### src/sv/rkd_pkg.sv
// Shared types and constants of the repeated k-mer detector.
// Used by rkd_out_fifo, repeated_kmer_detector_unit and rkd_checker; depends on nothing.
package rkd_pkg;

  localparam int unsigned CHAR_W     = 8;
  localparam int unsigned OUT_W      = 20;
  localparam int unsigned CNT_W      = 2;
  localparam int unsigned FIFO_DEPTH = 3;

  localparam logic [CHAR_W-1:0] CHAR_A = 8'h41;
  localparam logic [CHAR_W-1:0] CHAR_T = 8'h54;
  localparam logic [CHAR_W-1:0] CHAR_G = 8'h47;

  localparam logic [1:0] CODE_A     = 2'd0;
  localparam logic [1:0] CODE_T     = 2'd1;
  localparam logic [1:0] CODE_G     = 2'd2;
  localparam logic [1:0] CODE_OTHER = 2'd3;

  typedef logic [CNT_W-1:0] count_t;

  localparam count_t CNT_ZERO = 2'd0;
  localparam count_t CNT_SAT  = 2'd2;

  typedef enum logic {
    ST_RUN,
    ST_SWEEP
  } state_e;

  typedef struct packed {
    logic [OUT_W-1:0] key;
    logic [OUT_W-1:0] start;
  } result_t;

  function automatic logic [1:0] base_code(input logic [CHAR_W-1:0] ch);
    logic [1:0] code;
    unique case (ch)
      CHAR_A:  code = CODE_A;
      CHAR_T:  code = CODE_T;
      CHAR_G:  code = CODE_G;
      default: code = CODE_OTHER;
    endcase
    return code;
  endfunction

endpackage

### src/sv/rkd_out_fifo.sv
// Three-entry result queue between the count pipeline and the output channel.
// Depends on rkd_pkg for the result type and depth.
module rkd_out_fifo (
  input  logic             clk_i,
  input  logic             rst_ni,
  input  logic             push_i,
  input  rkd_pkg::result_t data_i,
  input  logic             out_stall_i,
  output logic             out_valid_o,
  output rkd_pkg::result_t data_o,
  output logic [1:0]       count_o
);

  rkd_pkg::result_t ent_q [rkd_pkg::FIFO_DEPTH];
  logic [1:0] wr_ptr_q, wr_ptr_d;
  logic [1:0] rd_ptr_q, rd_ptr_d;
  logic [1:0] cnt_q, cnt_d;
  logic       pop;

  assign out_valid_o = (cnt_q != 2'd0);
  assign data_o      = ent_q[rd_ptr_q];
  assign count_o     = cnt_q;
  assign pop         = out_valid_o && !out_stall_i;

  always_comb begin
    wr_ptr_d = wr_ptr_q;
    rd_ptr_d = rd_ptr_q;
    cnt_d    = cnt_q;
    if (push_i) begin
      wr_ptr_d = (wr_ptr_q == 2'(rkd_pkg::FIFO_DEPTH - 1)) ? 2'd0 : wr_ptr_q + 2'd1;
    end
    if (pop) begin
      rd_ptr_d = (rd_ptr_q == 2'(rkd_pkg::FIFO_DEPTH - 1)) ? 2'd0 : rd_ptr_q + 2'd1;
    end
    if (push_i && !pop) begin
      cnt_d = cnt_q + 2'd1;
    end else if (pop && !push_i) begin
      cnt_d = cnt_q - 2'd1;
    end
  end

  always_ff @(posedge clk_i or negedge rst_ni) begin
    if (!rst_ni) begin
      wr_ptr_q <= 2'd0;
      rd_ptr_q <= 2'd0;
      cnt_q    <= 2'd0;
    end else begin
      wr_ptr_q <= wr_ptr_d;
      rd_ptr_q <= rd_ptr_d;
      cnt_q    <= cnt_d;
    end
  end

  always_ff @(posedge clk_i) begin
    if (push_i) begin
      ent_q[wr_ptr_q] <= data_i;
    end
  end

endmodule

### config.mk
export PLATFORM = sky130hd
export DESIGN_NAME = rkd_out_fifo
export DESIGN_NICKNAME = d
export VERILOG_FILES = /design/src/sv/rkd_pkg.sv /design/src/sv/rkd_out_fifo.sv
export SDC_FILE = /design/constraint.sdc
export NUM_CORES = 1
export LEC_CHECK = 0
export BUFFER_PORTS_ARGS = -buffer_cell sky130_fd_sc_hd__buf_2
export CORE_ASPECT_RATIO = 1.1
export CORE_UTILIZATION = 45
export DETAILED_ROUTE_END_ITERATION = 8
export PLACE_DENSITY = 0.67
export SLEW_MARGIN = 20
export SYNTH_ARGS = -nofsm -noshare
export SYNTH_HDL_FRONTEND = slang
export SYNTH_SLANG_ARGS = --single-unit
### constraint.sdc
create_clock -name clk_i -period 4.8 [get_ports clk_i]
set_input_delay 0.96 -clock clk_i [delete_from_list [all_inputs] [get_ports clk_i]]
set_output_delay 0.96 -clock clk_i [all_outputs]
set_load 0.01 [all_outputs]
==> run metrics, run 1 <==
fin crit share=around two thirds; Inserted Clock Buffers=17; fmax=310 MHz; I/O pin cnt=87; WL met3=~430 microns; Die H=about 110 microns; FF-to-FF Start=wr_ptr_q[0]; average wire per standard cell=~15 microns; Critical-path top delay cell=dfrtp_2; crit-path max cell delay=0.96 ns; net count after synthesis=~320; DRT Pass-1 Iters=4; GR Util All Layers=15.8%; placed cells=500; syn avg cell area=about 17 sq um; Nets=between 400 and 500; share of layout cells above drive strength 1=between 30% and 40%; Worst-Skew Late Latency=approximately 0.40 ns; CP delay by family, top=flip-flops; H-tree levels=4; unrepaired setup endpoints after global routing=false; Hold Path Class=in -> async; Max Cap Viol=0; CTS tree=built; Die Width=roughly 100 microns; pin count of the biggest net entering global routing=53; Syn Std Cell Area=4770 sq um; DR DRC count=0; Pwr per Cell Area=between 600 and 700 nW/um^2; Final Max Tran Viols=0; Crit Path Class=reg -> out; Worst setup EP type=output port; Area Growth Syn to Fin=24.0%; Sw Ratio=a little under 30%; setup violators final=0; top routing layer in use=met4; VDD IR max=~0.3 mV; final RePlAce weighted congestion=0.654; R2R Path End=ent_q[1][27]; core region area=around 10000 sq um; cell depth of the worst flop-to-flop path=3; fillers=852; Worst Skew=between 0.004 and 0.005 ns; Switching Power=around 1100 uW; Pint=~2700 uW; Critical Path, Cell by Cell=buf_4, mux2i_1, o21ai_1, buf_2; Setup TNS Final=0 ns; violation count after the first detailed-route iteration=96; CTS Sinks=between 100 and 150; I/O Buffers=86; Diodes inserted=0; Req. time, crit path=3.84 ns; footprint of the multi-input gates=about 900 sq um; data arrival time of the critical path=around 2.3 ns; routed wl met2=4030 microns; PostCTS Resize Cnt=0; postcts setup bufs=0; post-layout util=57.1%; clock slew at reported path FFs=roughly 0.050 ns; most common cell after layout, fill and taps aside=edfxtp_1; Detail Placement HPWL=about 4800 microns; starting density of the core=46.1%; Cell variety after synth=21; sequential-to-total area share from yosys stat=between 70% and 80%; remaining global-route overflow=0; clk buf depth=2; full die area=11000 sq um; Yosys top cell area share=about three quarters; final hold vios=0; total wire length=7960 microns; register area=3760 sq um; Yosys reg bits=between 100 and 150; post-synth top area cell=edfxtp_1; Syn Inst Count=approximately 280; Gate power share=around a quarter; # rows=39; status=complete, no violations; Hold Buf Count CTS=0; Worst-Margin Slew=roughly 0.9 ns; crit-path max FO=31; most frequent cells in the layout=120 x edfxtp_1, 86 x buf_2, 42 x nand2_1, 40 x mux2i_1, 38 x o21ai_1; Lkg Pwr=about 0.0022 uW; register share of total power=42.4%; Synth Warn #=0; crit path time final=3.22 ns; Worst Path Buf+Inv=2; Slew headroom=~40%; DRT antenna net count=0; met1 wire length=3360 microns; ranking of synthesized cells by area=edfxtp_1 76%, mux2i_1 8.4%, o21ai_1 4.0%; critical path startpoint category=flip-flop; Non-Filler Instances=532; vias after detailed routing=approximately 2600; initial antenna violation count=0; vias per cell=about 4.9; number of global-route vias before repair=between 2000 and 3000; R2R setup slack=about 3.0 ns; first-pass GRT wire length=12300 microns; part of the power in the clock network=between 30% and 40%; CTS root buf=clkbuf_16
-- worst register-to-register path: cells and delay by family, from the launching register on --
kind / cells / cell delay [ns]
simple gates: 2 / 0.55
flops: 1 / 0.44
buf+inv: 1 / 0.44
-- cells in the mapped netlist --
master    count
edfxtp_1    120
nand2_1      42
mux2i_1      40
o21ai_1      38
buf_2         8
dfrtp_1       6
buf_12        4
a21o_1        3
o21ai_0       3
nor2_1        2
nor3_1        2
xor2_1        2
buf_6         1
clkbuf_1      1
ha_1          1
inv_1         1
nand2b_1      1
nor3b_1       1
o21bai_2      1
or2_2         1
xnor2_1       1
-- state kept, by name, summed over array words and instances, names as in the netlist --
| signal | cells |
|---|---|
| ent_q | 120 |
| count_o | 2 |
| rd_ptr_q | 2 |
| wr_ptr_q | 2 |
-- layout make-up --
type	count	area share [%]
inverters	1	0.0635
well taps	143	3.03
multi-input cells	138	15.2
clock inverters	8	1.93
repair buffers	92	8.26
flip-flops and latches	126	63.6
clock buffers	24	7.98
-- power groups by stage --
stage                     Combinational, uW  Sequential [uW]  Clock (uW)
after global routing                   1010             1630        1330
after detailed placement                929             1620           0
after floorplan                         737             1500           0
after global placement                  913             1610           0
after CTS                               934             1600        1280
final                                   913             1590        1250
-- cell families after synthesis --
kind of cell	after synthesis	share of synthesized area, %
compound gates	45	5.01
fa+ha+maj	1	0.262
mux	40	8.40
xor+xnor	3	0.551
buf+inv	15	2.91
flops	126	78.8
simple gates	49	4.10
-- metrics by stage --
step	area [sq um]	power [uW]	setup WS, ns	hold slack, ns
final	5910	3760	1.58	0.373
after global routing	5910	3970	1.41	0.364
after CTS	5900	3820	1.52	0.357
after detailed placement	5320	2550	1.98	0.537
after global placement	5320	2520	1.97	0.525
after floorplan	4770	2240	0.331	0.488
-- worst max path at each step --
stage                     start  cells after the start           to
finish              rd_ptr_q[0]                      4   data_o[31]
global placement    rd_ptr_q[0]                      4   data_o[34]
floorplan                push_i                      2  ent_q[2][0]
detailed placement  rd_ptr_q[0]                      4   data_o[31]
CTS                 rd_ptr_q[0]                      4   data_o[31]
global route        rd_ptr_q[0]                      4   data_o[31]
-- metal layers --
| metal | vias to the layer above | track usage, % |
|---|---|---|
| met3 | 15 | 6.48 |
| met5 | - | 0 |
| met2 | 72 | 26.7 |
| met4 | 0 | 7.14 |
| met1 | 1254 | 17.6 |
| li1 | 1246 | - |
Note: power is estimated with default switching activity, not from simulation.
==> run 2, diff against run 1 <==
- PLACE_DENSITY: 0.67 -> 0.69
- clock period: 4.8 -> 2.8 ns (I/O delays scaled with it)
==> run metrics, run 2 (synthesis gave the netlist of run 1 again) <==
crit path time final=around 2.4 ns; Worst Skew=0.00511 ns (+0.000550 ns); DR DRC count=0 (unchanged); vias per cell=4.85 (-0.30%); Hold Path Class=in -> reg; Worst-Margin Slew=0.543 ns (-0.361 ns); CP delay by family, top=flip-flops; initial antenna violation count=1 (+1); Max Cap Viol=0 (unchanged); H-tree levels=4 (unchanged); Nets=423 (+0.48%); core region area=10300 sq um (unchanged); Critical Path, Cell by Cell=buf_12, mux2i_1, o21ai_1, buf_2; Worst-Skew Late Latency=0.40 ns (about the same); CTS tree=built; clock slew at reported path FFs=0.05 ns (about the same); I/O pin cnt=87 (unchanged); GR Util All Layers=15.9% (+0.10 points); unrepaired setup endpoints after global routing=false; postcts setup bufs=0 (unchanged); Area Growth Syn to Fin=23.8%; average wire per standard cell=15.3 microns (+2.1%); Worst Hold Path Cells=1; cell depth of the worst flop-to-flop path=3 (unchanged); starting density of the core=46.1% (unchanged); routed wl met2=4170 microns (+3.4%); number of global-route vias before repair=2507 (-0.16%); crit-path max FO=23 (-26%); first-pass GRT wire length=12500 microns (+2.0%); vias after detailed routing=2584 (-0.12%); critical path startpoint category=flip-flop; total wire length=8140 microns (+2.2%); setup violators final=0 (unchanged); Pwr per Cell Area=1060 nW/um^2 (+67%); Die Width=100 microns (unchanged); CTS Sinks=126 (unchanged); Stages on worst setup path=4 (unchanged); Critical-path top delay cell=dfrtp_2; Slew headroom=63.8% (+24 points); fin crit share=between 80% and 90%; DRT antenna net count=0 (unchanged); data arrival time of the critical path=1.83 ns (-0.43 ns); Req. time, crit path=2.24 ns (-1.60 ns); Reg with most FFs=ent_q; Setup TNS Final=0 ns (unchanged); remaining global-route overflow=0 (unchanged); met1 wire length=3450 microns (+2.5%); Die H=110 microns (unchanged); status=complete, no violations; share of layout cells above drive strength 1=31.5% (-0.60 points); Worst Path Buf+Inv=2 (unchanged); WL met3=399 microns (-7.6%); Diodes inserted=0 (unchanged); violation count after the first detailed-route iteration=94 (-2.1%); Inserted Clock Buffers=17 (unchanged); Lkg Pwr=0.00220 uW (-0.75%); I/O Buffers=86 (unchanged); Final Max Tran Viols=0 (unchanged); crit-path max cell delay=0.67 ns (-0.29 ns); Worst setup EP type=output port; Min Hold Slack=0.361 ns (-0.0117 ns); clk buf depth=2 (unchanged); pin count of the biggest net entering global routing=55 (+3.8%); # rows=39 (unchanged); max reg flops=120 (unchanged); DRT Pass-1 Iters=5 (+1); CTS root buf=clkbuf_16; final hold vios=0 (unchanged); Crit Path Class=reg -> out; top routing layer in use=met5; final RePlAce weighted congestion=0.659 (+0.75%); VDD IR max=0.695 mV (+130%); full die area=11000 sq um (unchanged); most common cell after layout, fill and taps aside=edfxtp_1; fmax=between 400 and 500 MHz; Detail Placement HPWL=4950 microns (+3.7%); most frequent cells in the layout=120 x edfxtp_1, 86 x buf_2, 42 x nand2_1, 40 x mux2i_1, 38 x o21ai_1
run 2: area by class of cell:
class	instances	area (sq um)
Sequential cell	126	3760
Tap cell	143	179
Fill cell	842	4450
Clock buffer	20	437
Timing Repair Buffer	94	543
Inverter	1	3.75
Multi-Input combinational cell	138	903
Clock inverter	11	76.3
run 2: path summary, 6_finish.rpt:
path / endpoint / slack (ns) / from
setup / recovery: data_o[32] / 0.41 / rd_ptr_q[0]
hold / removal: ent_q[2][39] / 0.36 / data_i[39]
setup reg to reg: ent_q[1][29] / 1.20 / wr_ptr_q[0]
hold reg to reg: count_o[1] / 0.55 / count_o[1]
max in group asynchronous: rd_ptr_q[1] / 2.11 / rst_ni
min in group asynchronous: count_o[1] / 0.52 / rst_ni
run 2: worst reg2reg max path, delay by kind of cell, from the launching register on:
family | cells | cell delay (ns)
buf+inv | 1 | 0.27
flops | 1 | 0.46
simple gates | 2 | 0.56
run 2: power by group:
part	internal, uW	switching [uW]	leakage [uW]
combinational	739	978	0.000776
sequential	2430	222	0.00118
clock	1190	709	0.000251
run 2: per-layer routing:
layer | up-vias | track usage [%]
li1 | 1253 | -
met1 | 1247 | 18.1
met2 | 70 | 27.0
met3 | 12 | 5.40
met4 | 2 | 7.76
met5 | - | 0
run 2: per-stage QoR:
step | total power, uW | worst slack (ns) | area [sq um] | util, % | cells
6_report | 6270 | 0.410 | 5900 | 57.0 | 533
5_1_grt | 6610 | 0.296 | 5900 | 57.0 | 533
4_1_cts | 6360 | 0.361 | 5900 | 57.0 | 533
3_5_place_dp | 4450 | 0.790 | 5380 | 52.0 | 501
3_3_place_gp | 4410 | 0.830 | 5380 | 52.0 | 501
2_1_floorplan | 3830 | 0.0305 | 4780 | - | 279
run 2: repair_timing:
| item | in CTS | in global routing |
|---|---|---|
| hold buffers | 1 | 0 |
| hold endpoints to repair | 6 | 0 |
| gates resized for setup | 0 | 0 |
==> run 3, diff against run 2 <==
==> constraint.sdc (replaced) <==
create_clock -name clk_i -period 2.8 [get_ports clk_i]
set_input_delay 0.56 -clock clk_i [delete_from_list [all_inputs] [get_ports clk_i]]
set_output_delay 0.56 -clock clk_i [all_outputs]
set_load 0.02 [all_outputs]
==> run metrics, run 3 (synthesis gave the netlist of run 1 again) <==
status=complete, no violations; number of global-route vias before repair=2521 (+0.56%); DRT Pass-1 Iters=4 (-1); Area Growth Syn to Fin=24.1%; Reg with most FFs=ent_q; most common cell after layout, fill and taps aside=edfxtp_1; Worst Hold Path EP=ent_q[1][3]; final hold vios=0 (unchanged); post-layout util=57.2% (+0.16 points); Die Width=100 microns (unchanged); data arrival time of the critical path=1.90 ns (+0.07 ns); unrepaired setup endpoints after global routing=false; Detail Placement HPWL=4890 microns (-1.2%); fmax=407 MHz (-2.8%); first-pass GRT wire length=12400 microns (-1.1%); R2R setup slack=1.16 ns (-0.04 ns); violation count after the first detailed-route iteration=98 (+4.3%); H-tree levels=4 (unchanged); starting density of the core=46.1% (unchanged); fin crit share=87.9% (+2.5 points); Setup TNS Final=0 ns (unchanged); Slew headroom=58.5% (-5.3 points); Hold Path Class=in -> reg; CTS tree=built; DR DRC count=0 (unchanged); R2R Path End=ent_q[1][20]; GR Util All Layers=15.9% (-0.021 points); Worst Hold Path Cells=1 (unchanged); Req. time, crit path=2.24 ns (about the same); Setup WS pre-CTS=0.717 ns (-0.0724 ns); clk buf depth=2 (unchanged); I/O pin cnt=87 (unchanged); # rows=39 (unchanged); FF-to-FF Start=wr_ptr_q[0]; Worst Setup SP=rd_ptr_q[1]; Worst Skew=0.00682 ns (+0.00172 ns); final RePlAce weighted congestion=0.676 (+2.7%); postcts setup bufs=0 (unchanged); vias after detailed routing=2593 (+0.35%); full die area=11000 sq um (unchanged); setup violators final=0 (unchanged); CTS root buf=clkbuf_16; Lkg Pwr=0.00221 uW (+0.17%); Nets=424 (+0.24%); initial antenna violation count=1 (unchanged); most frequent cells in the layout=120 x edfxtp_1, 86 x buf_2, 42 x nand2_1, 40 x mux2i_1, 38 x o21ai_1; Inserted Clock Buffers=17 (unchanged); total wire length=8030 microns (-1.4%); average wire per standard cell=15.0 microns (-1.8%); critical path startpoint category=flip-flop; Tot Pwr=6600 uW (+5.3%); DRT antenna net count=0 (unchanged); cell depth of the worst flop-to-flop path=3 (unchanged); Hold Buf Count CTS=1 (unchanged); Pwr per Cell Area=1120 nW/um^2 (+5.0%); Worst-Skew Late Latency=0.41 ns (about the same); Worst-Margin Slew=0.622 ns (+0.0795 ns); final worst slack=0.340 ns (-0.0697 ns); I/O Buffers=86 (unchanged); Crit Path Class=reg -> out; Die H=110 microns (unchanged); Max Cap Viol=0 (unchanged); VDD IR max=0.636 mV (-8.5%); Diodes inserted=0 (unchanged); vias per cell=4.85 (about the same); CTS Sinks=126 (unchanged); core region area=10300 sq um (unchanged); max reg flops=120 (unchanged); Final Max Tran Viols=0 (unchanged); share of layout cells above drive strength 1=32.9% (+1.4 points); crit path time final=2.46 ns (+0.0697 ns); Worst setup EP type=output port; crit-path max FO=36 (+57%); PostCTS Resize Cnt=0 (unchanged); pin count of the biggest net entering global routing=42 (-24%); hold_sp=data_i[3]; clock slew at reported path FFs=0.05 ns (about the same); remaining global-route overflow=0 (unchanged)
==> run 3: final cells by class <==
type / count / area [sq um]
fill: 849 / 4430
sequential: 126 / 3760
multi-input combinational: 138 / 903
timing repair buffer: 95 / 538
clock buffer: 20 / 437
tap: 143 / 179
clock inverter: 12 / 97.6
inverter: 1 / 3.75
==> run 3: metrics by stage <==
stage                     cells  hold WS, ns  instance area, sq um
after detailed placement    502        0.397                  5370
after floorplan             279        0.264                  4780
after global placement      502        0.398                  5370
final                       535        0.351                  5910
after CTS                   535        0.332                  5910
after global routing        535        0.338                  5910
==> run 3: routing by layer <==
layer,wire [microns],GRT usage (%),part of all wire (%)
met3,516,5.28,6.4
met2,4050,25.9,50
met5,13,0,0.16
met4,115,9.32,1.4
met1,3330,18.4,42
==> run 3: how the worst max path moves through the flow <==
stage                     slack [ns]           to  cells after the start
final                           0.34    data_o[1]                      4
after global routing            0.18    data_o[1]                      4
after CTS                       0.28    data_o[1]                      4
after detailed placement        0.72    data_o[1]                      4
after global placement          0.76    data_o[1]                      4
after floorplan                 0.03  ent_q[1][0]                      2
==> run 3: power by group <==
part           leakage (uW)  internal (uW)  switching (uW)
sequential          0.00118           2430             230
combinational      0.000777            737            1270
clock              0.000253           1200             729
total               0.00221           4370            2230
==> run 3: critical path, stage by stage (launching register included) <==
cell and delay [ns]:
dfrtp_2 0.76, buf_4 0.36, nand2_1 0.07, o21ai_1 0.10
buf_2 0.19
